<file path="src/rtl/core/oaht_pkg.sv">
// shared constants, codes and types of the open-addressing hash table unit
// no dependencies; imported by the remainder unit, the probe engine and the top level
`timescale 1ns / 1ps

package oaht_pkg;

   // table geometry
   localparam int MAX_SLOTS = 256;
   localparam int KEY_BYTES = 8;

   // derived widths
   localparam int SLOT_W    = $clog2(MAX_SLOTS);
   localparam int SIZE_W    = $clog2(MAX_SLOTS + 1);
   localparam int COUNT_W   = $clog2(MAX_SLOTS + 1);
   localparam int REM_W     = SLOT_W + 1;
   localparam int SUM_W     = $clog2(KEY_BYTES * 255 + 1);
   localparam int MOD_STEPS = (SUM_W + 1) / 2;
   localparam int DIV_W     = 2 * MOD_STEPS;
   localparam int MSTEP_W   = $clog2(MOD_STEPS + 1);

   // field widths
   localparam int OP_W       = 2;
   localparam int KEY_W      = 64;
   localparam int VAL_W      = 32;
   localparam int STATUS_W   = 2;
   localparam int ENTRY_W    = 9;
   localparam int KV_W       = KEY_W + VAL_W;
   localparam int REQ_DATA_W = 96;
   localparam int RSP_DATA_W = 48;
   localparam int CSR_IDX_W  = 2;
   localparam int CSR_DATA_W = 9;
   localparam int SLOT_ST_W  = 2;

   // request opcodes
   localparam logic [OP_W-1:0] OP_INSERT = 2'd0;
   localparam logic [OP_W-1:0] OP_DELETE = 2'd1;
   localparam logic [OP_W-1:0] OP_LOOKUP = 2'd2;

   // result codes
   localparam logic [STATUS_W-1:0] RES_DONE      = 2'd0;
   localparam logic [STATUS_W-1:0] RES_NOT_FOUND = 2'd1;
   localparam logic [STATUS_W-1:0] RES_FULL      = 2'd2;

   // slot states
   localparam logic [SLOT_ST_W-1:0] ST_EMPTY   = 2'd0;
   localparam logic [SLOT_ST_W-1:0] ST_USED    = 2'd1;
   localparam logic [SLOT_ST_W-1:0] ST_DELETED = 2'd2;

   // register indexes
   localparam logic [CSR_IDX_W-1:0] CSR_TABLE_SIZE = 2'd0;
   localparam logic [CSR_IDX_W-1:0] CSR_PROBE_MODE = 2'd1;

   // engine sequencer states
   typedef enum logic [1:0] {
      S_IDLE,
      S_HASH,
      S_PROBE
   } eng_state_type;

   // live configuration seen by the engine
   typedef struct packed {
      logic [SIZE_W-1:0] size;
      logic              probe_mode;
   } cfg_type;

   // remainder unit request and response
   typedef struct packed {
      logic              start;
      logic [SUM_W-1:0]  dividend;
      logic [SIZE_W-1:0] divisor;
   } mod_req_type;

   typedef struct packed {
      logic              done;
      logic [SLOT_W-1:0] rem;
   } mod_rsp_type;

   // live count onto the fixed-width result field, saturating
   function automatic logic [ENTRY_W-1:0] sat_count(input logic [COUNT_W-1:0] c);
      logic [ENTRY_W-1:0] r;
      if (32'(c) > 32'd511) begin
         r = 9'd511;
      end else begin
         r = ENTRY_W'(c);
      end
      return r;
   endfunction

endpackage

</file>
<file path="src/rtl/core/oaht_mod_unit.sv">
// iterative remainder unit: key byte sum modulo table size, two bits a cycle
// depends on oaht_pkg
`timescale 1ns / 1ps

module oaht_mod_unit (
   input  logic                 clock,
   input  logic                 reset,
   input  oaht_pkg::mod_req_type mod_req,
   output oaht_pkg::mod_rsp_type mod_rsp
);

   import oaht_pkg::*;

   logic [DIV_W-1:0]   quot_ff, quot_in;
   logic [SLOT_W-1:0]  rem_ff, rem_in;
   logic [SIZE_W-1:0]  divisor_ff, divisor_in;
   logic [MSTEP_W-1:0] cnt_ff, cnt_in;
   logic               busy_ff, busy_in;
   logic               done_ff, done_in;

   // two restoring steps per cycle on the top dividend bits
   always_comb begin
      logic [REM_W-1:0] t;
      logic [SLOT_W-1:0] r;
      t          = '0;
      r          = rem_ff;
      quot_in    = quot_ff;
      rem_in     = rem_ff;
      divisor_in = divisor_ff;
      cnt_in     = cnt_ff;
      busy_in    = busy_ff;
      done_in    = 1'b0;
      if (mod_req.start) begin
         quot_in    = DIV_W'(mod_req.dividend);
         rem_in     = '0;
         divisor_in = mod_req.divisor;
         cnt_in     = MSTEP_W'(MOD_STEPS);
         busy_in    = 1'b1;
      end else if (busy_ff) begin
         for (int i = 0; i < 2; i++) begin
            t = {r, quot_ff[DIV_W-1-i]};
            if (t >= REM_W'(divisor_ff)) begin
               t = t - REM_W'(divisor_ff);
            end
            r = t[SLOT_W-1:0];
         end
         rem_in  = r;
         quot_in = {quot_ff[DIV_W-3:0], 2'b00};
         cnt_in  = cnt_ff - MSTEP_W'(1);
         if (cnt_ff == MSTEP_W'(1)) begin
            busy_in = 1'b0;
            done_in = 1'b1;
         end
      end
   end

   // control state
   always_ff @(posedge clock) begin
      if (reset) begin
         busy_ff <= 1'b0;
         done_ff <= 1'b0;
         cnt_ff  <= '0;
      end else begin
         busy_ff <= busy_in;
         done_ff <= done_in;
         cnt_ff  <= cnt_in;
      end
   end

   // datapath
   always_ff @(posedge clock) begin
      quot_ff    <= quot_in;
      rem_ff     <= rem_in;
      divisor_ff <= divisor_in;
   end

   assign mod_rsp.done = done_ff;
   assign mod_rsp.rem  = rem_ff;

endmodule

</file>
<file path="config.mk">
export PLATFORM = sky130hd
export DESIGN_NAME = oaht_mod_unit
export DESIGN_NICKNAME = d
export VERILOG_FILES = /design/src/rtl/core/oaht_pkg.sv /design/src/rtl/core/oaht_mod_unit.sv
export SDC_FILE = /design/constraint.sdc
export NUM_CORES = 1
export LEC_CHECK = 0
export BUFFER_PORTS_ARGS = -buffer_cell sky130_fd_sc_hd__buf_2
export CAP_MARGIN = 20
export CELL_PAD_IN_SITES_DETAIL_PLACEMENT = 1
export CELL_PAD_IN_SITES_GLOBAL_PLACEMENT = 2
export CORE_ASPECT_RATIO = 1.25
export CORE_MARGIN = 4
export CORE_UTILIZATION = 37
export CTS_CLUSTER_SIZE = 25
export DETAILED_ROUTE_END_ITERATION = 8
export PLACE_DENSITY = 0.77
export SLEW_MARGIN = 20
export SYNTH_ARGS = -nofsm -noshare
export SYNTH_HDL_FRONTEND = slang
export SYNTH_SLANG_ARGS = --single-unit
</file>
<file path="constraint.sdc">
create_clock -name clock -period 4.3 [get_ports clock]
set_clock_uncertainty 0.1 [all_clocks]
set_input_delay 0.86 -clock clock [delete_from_list [all_inputs] [get_ports clock]]
set_output_delay 0.86 -clock clock [all_outputs]
set_load 0.03 [all_outputs]
</file>
==> out/qor.yml <==
status:
  status: "finished, final reports clean"
clocking:
  clkTransAtPathRegs_ns: 0.07
  cts_made_buffers: 5
  cts_buffer_depth: 2
  cts-hold-fix-buffers: 0
  cts_resized: 0
  cts-htree-levels: 2
  cts_setup_buffers: 0
  clk-insertion-delay-late_ns: 0.28
  cts.sinks: 34
  clockRootBuffer: "clkbuf_8"
  cts_tree: "yes"
yosys:
  async_flop_share_pct: 0
  syn-cell-area_um2: 2380
  ys_seq_elements: 34
  yosysWarnings: 0
  syn_avg_cell_area_um2: 10.2
  synth_edf_count: 20
  synth_cell_types: 56
  yosysSeqAreaShare_pct: 37.1
  synth_nets: 279
  synthCells: 234
  synthFlopType: "edfxtp_1"
grt:
  met3_usage_pct: 2.50
  grt_pass1_wl_mm: 8.82
  grt_max_degree: 37
  met1_usage_pct: 18.4
  antenna_found_initial: 0
  grt-ovfl-total: 0
  grt_use_met2_pct: 24.5
  grt_most_used_layer: "met2"
  grt_pass1_vias: 1858
  grtUsageTotal_pct: 14.4
layout:
  n_antenna_cell: 0
  post-route-util_pct: 43.1
  fillers: 738
  design_area_um2: 2680
  layout-drive-gt1-share_pct: 24.2
  area_growth_pct: 12.6
  layout.nets: 308
critical_path:
  cp-start-kind: "flop"
  crit_slowest_cell: "fa_1"
  critPathKind: "reg2reg"
  critPathMaxStageDelay_ns: 0.43
  critPathRequiredTime_ns: 4.39
  path_cells: "inv_1 > ha_1 > inv_1 > fa_1 > a211oi_1 > or4b_1 > o2111ai_1 > and3_1 > or2_2 > ha_1 > nand4_1 > o21bai_1 > a21oi_1 > nand2_2 > o311ai_0 > a311oi_2"
  crit_buf_inv: 2
  r2r-start: "quot_ff[11]"
  crit_family: "compound AO/OA/AOI/OAI gates"
  critPathCaptureType: "flop"
  crit_arrival_ns: 3.97
  crit_start: "quot_ff[11]"
  worstPathMaxFanout: 8
pwr:
  pwr-share-seq_pct: 35.2
  power.switching_uw: 389
  swShare_pct: 34.1
  power.leakage_nw: 1.10
  clkPwrFrac_pct: 26.5
  power_density_nw_per_um2: 426
  pwr-share-comb_pct: 38.3
  ir_worst_vdd_mv: 0.261
  p_int_uw: 752
  power_mw: 1.14
timing:
  slew_headroom_pct: 38.5
  min_period_ns: 3.87
  hold_violations: 0
  setup_violations: 0
  fmaxAchievable_mhz: 258
  slew_violations: 0
  worstMarginPinSlew_ns: 0.921
  finalCritPeriodShare_pct: 90.1
  fin_ws_ns: 0.426
  finalSetupTns_ns: 0
  rsz0062_at_grt: "no"
placed_design:
  port_buffers: 31
  hpwl_mm: 4.37
  place_congestion: 0.770
  place_ws_ns: 0.273
  postPlaceCellArea_um2: 2560
die:
  core-area_um2: 6210
  num_rows: 32
  fp.dieArea_um2: 7780
  io-pin-count: 32
  initial_core_util_pct: 38.3
  die_y_um: 97.6
  dieWidth_um: 79.7
routing:
  drc: 0
  wirelength_mm: 5.39
  ant_nets: 0
  first_pass_iters: 4
  viasPerCell: 5.21
  num_vias: 1818
  first_iter_violations: 56
  routedWlPerCell_um: 15.4
min_path:
  min_from: "quot_ff[9]"
  hold_path_class: "reg2reg"
job:
  maxCapViolCount: 0
==> flip-flops by register name, summed over array words and instances (netlist names) <==
signal / count
rem_ff: 8
done_ff: 1
divisor_ff: 9
quot_ff: 12
cnt_ff: 3
busy_ff: 1
==> layout by cell type (no fill, tap or decap), drive strengths merged, types with 4 or more instances in the layout <==
cell	count
nor2	19
xnor2	8
dfxtp	14
nor2b	4
a311oi	6
edfxtp	20
o21a	6
buf	31
nand2	11
o21ai	13
ha	20
clkbuf	7
and2	4
a21oi	12
inv	18
mux2	10
o211ai	5
nand3	5
==> worst register-to-register path, stage by stage (launching register included) <==
cell and delay [ns]:
dfxtp_1 0.35, inv_1 0.07, ha_1 0.19, inv_1 0.06, fa_1 0.43, a211oi_1 0.32, or4b_1 0.17, o2111ai_1 0.12
and3_1 0.23, or2_2 0.30, ha_1 0.35, nand4_1 0.12, o21bai_1 0.18, a21oi_1 0.11, nand2_2 0.18, o311ai_0 0.22
a311oi_2 0.29
==> per-layer routing <==
metal / up-vias / share of wire [%]
met5: - / 0
met2: 25 / 48
met3: 8 / 2.7
met1: 866 / 47
met4: 0 / 1.4
li1: 919 / -
==> worst paths after layout <==
| check | slack (ns) | endpoint | cells after the start |
|---|---|---|---|
| setup / recovery | 0.43 | rem_ff[5] | 16 |
| hold / removal | 0.39 | quot_ff[11] | 2 |
| setup reg to reg | 0.43 | rem_ff[5] | 16 |
| hold reg to reg | 0.39 | quot_ff[11] | 2 |
==> logic make-up (layout without fill, tap and decap cells) <==
family | count (synthesis) | in the layout | share of synthesized area, %
adders and majority gates | 22 | 22 | 12.2
muxes | 11 | 11 | 5.16
DFF | 34 | 34 | 37.1
AOI/OAI and AO/OA | 65 | 65 | 20.6
xor gates and xnor gates | 9 | 9 | 3.32
buffers and inverters | 27 | 57 | 6.21
and+or+nand+nor | 66 | 66 | 15.5
==> power by group through the flow <==
stage / logic [mW] / clock network (mW) / registers (mW)
3_5_place_dp: 0.440 / 0 / 0.409
2_1_floorplan: 0.332 / 0 / 0.418
4_1_cts: 0.442 / 0.308 / 0.402
3_3_place_gp: 0.439 / 0 / 0.408
5_1_grt: 0.485 / 0.329 / 0.407
6_report: 0.437 / 0.302 / 0.401
==> synthesized netlist by cell type, types with 4 or more instances <==
library cell	number	area, um2
nor2_1	18	67.6
a21oi_1	12	60.1
mux2_2	10	113
dfxtp_1	14	280
o21a_1	6	45.0
buf_6	5	56.3
nand3_1	5	25.0
nor2b_1	4	25.0
o21ai_0	9	45.0
nand2_1	11	41.3
xnor2_1	8	70.1
ha_1	20	250
inv_1	18	67.6
o211ai_1	5	37.5
o21ai_1	4	20.0
edfxtp_1	20	601
==> through the flow <==
stage / cells / hold slack (ns)
floorplan: 234 / 0.356
global placement: 341 / 0.367
detailed placement: 341 / 0.390
CTS: 349 / 0.407
global route: 349 / 0.457
finish: 349 / 0.393
==> area by class of cell <==
class	count	area (um2)	share of cell area, %
clock buffer	7	86.3	3.22
sequential	34	881	32.9
multi-input combinational	173	1350	50.5
inverter	18	67.6	2.52
tap	85	106	3.97
timing repair buffer	31	155	5.79
clock inverter	1	30.0	1.12
Power figures use the tool's default switching activity.
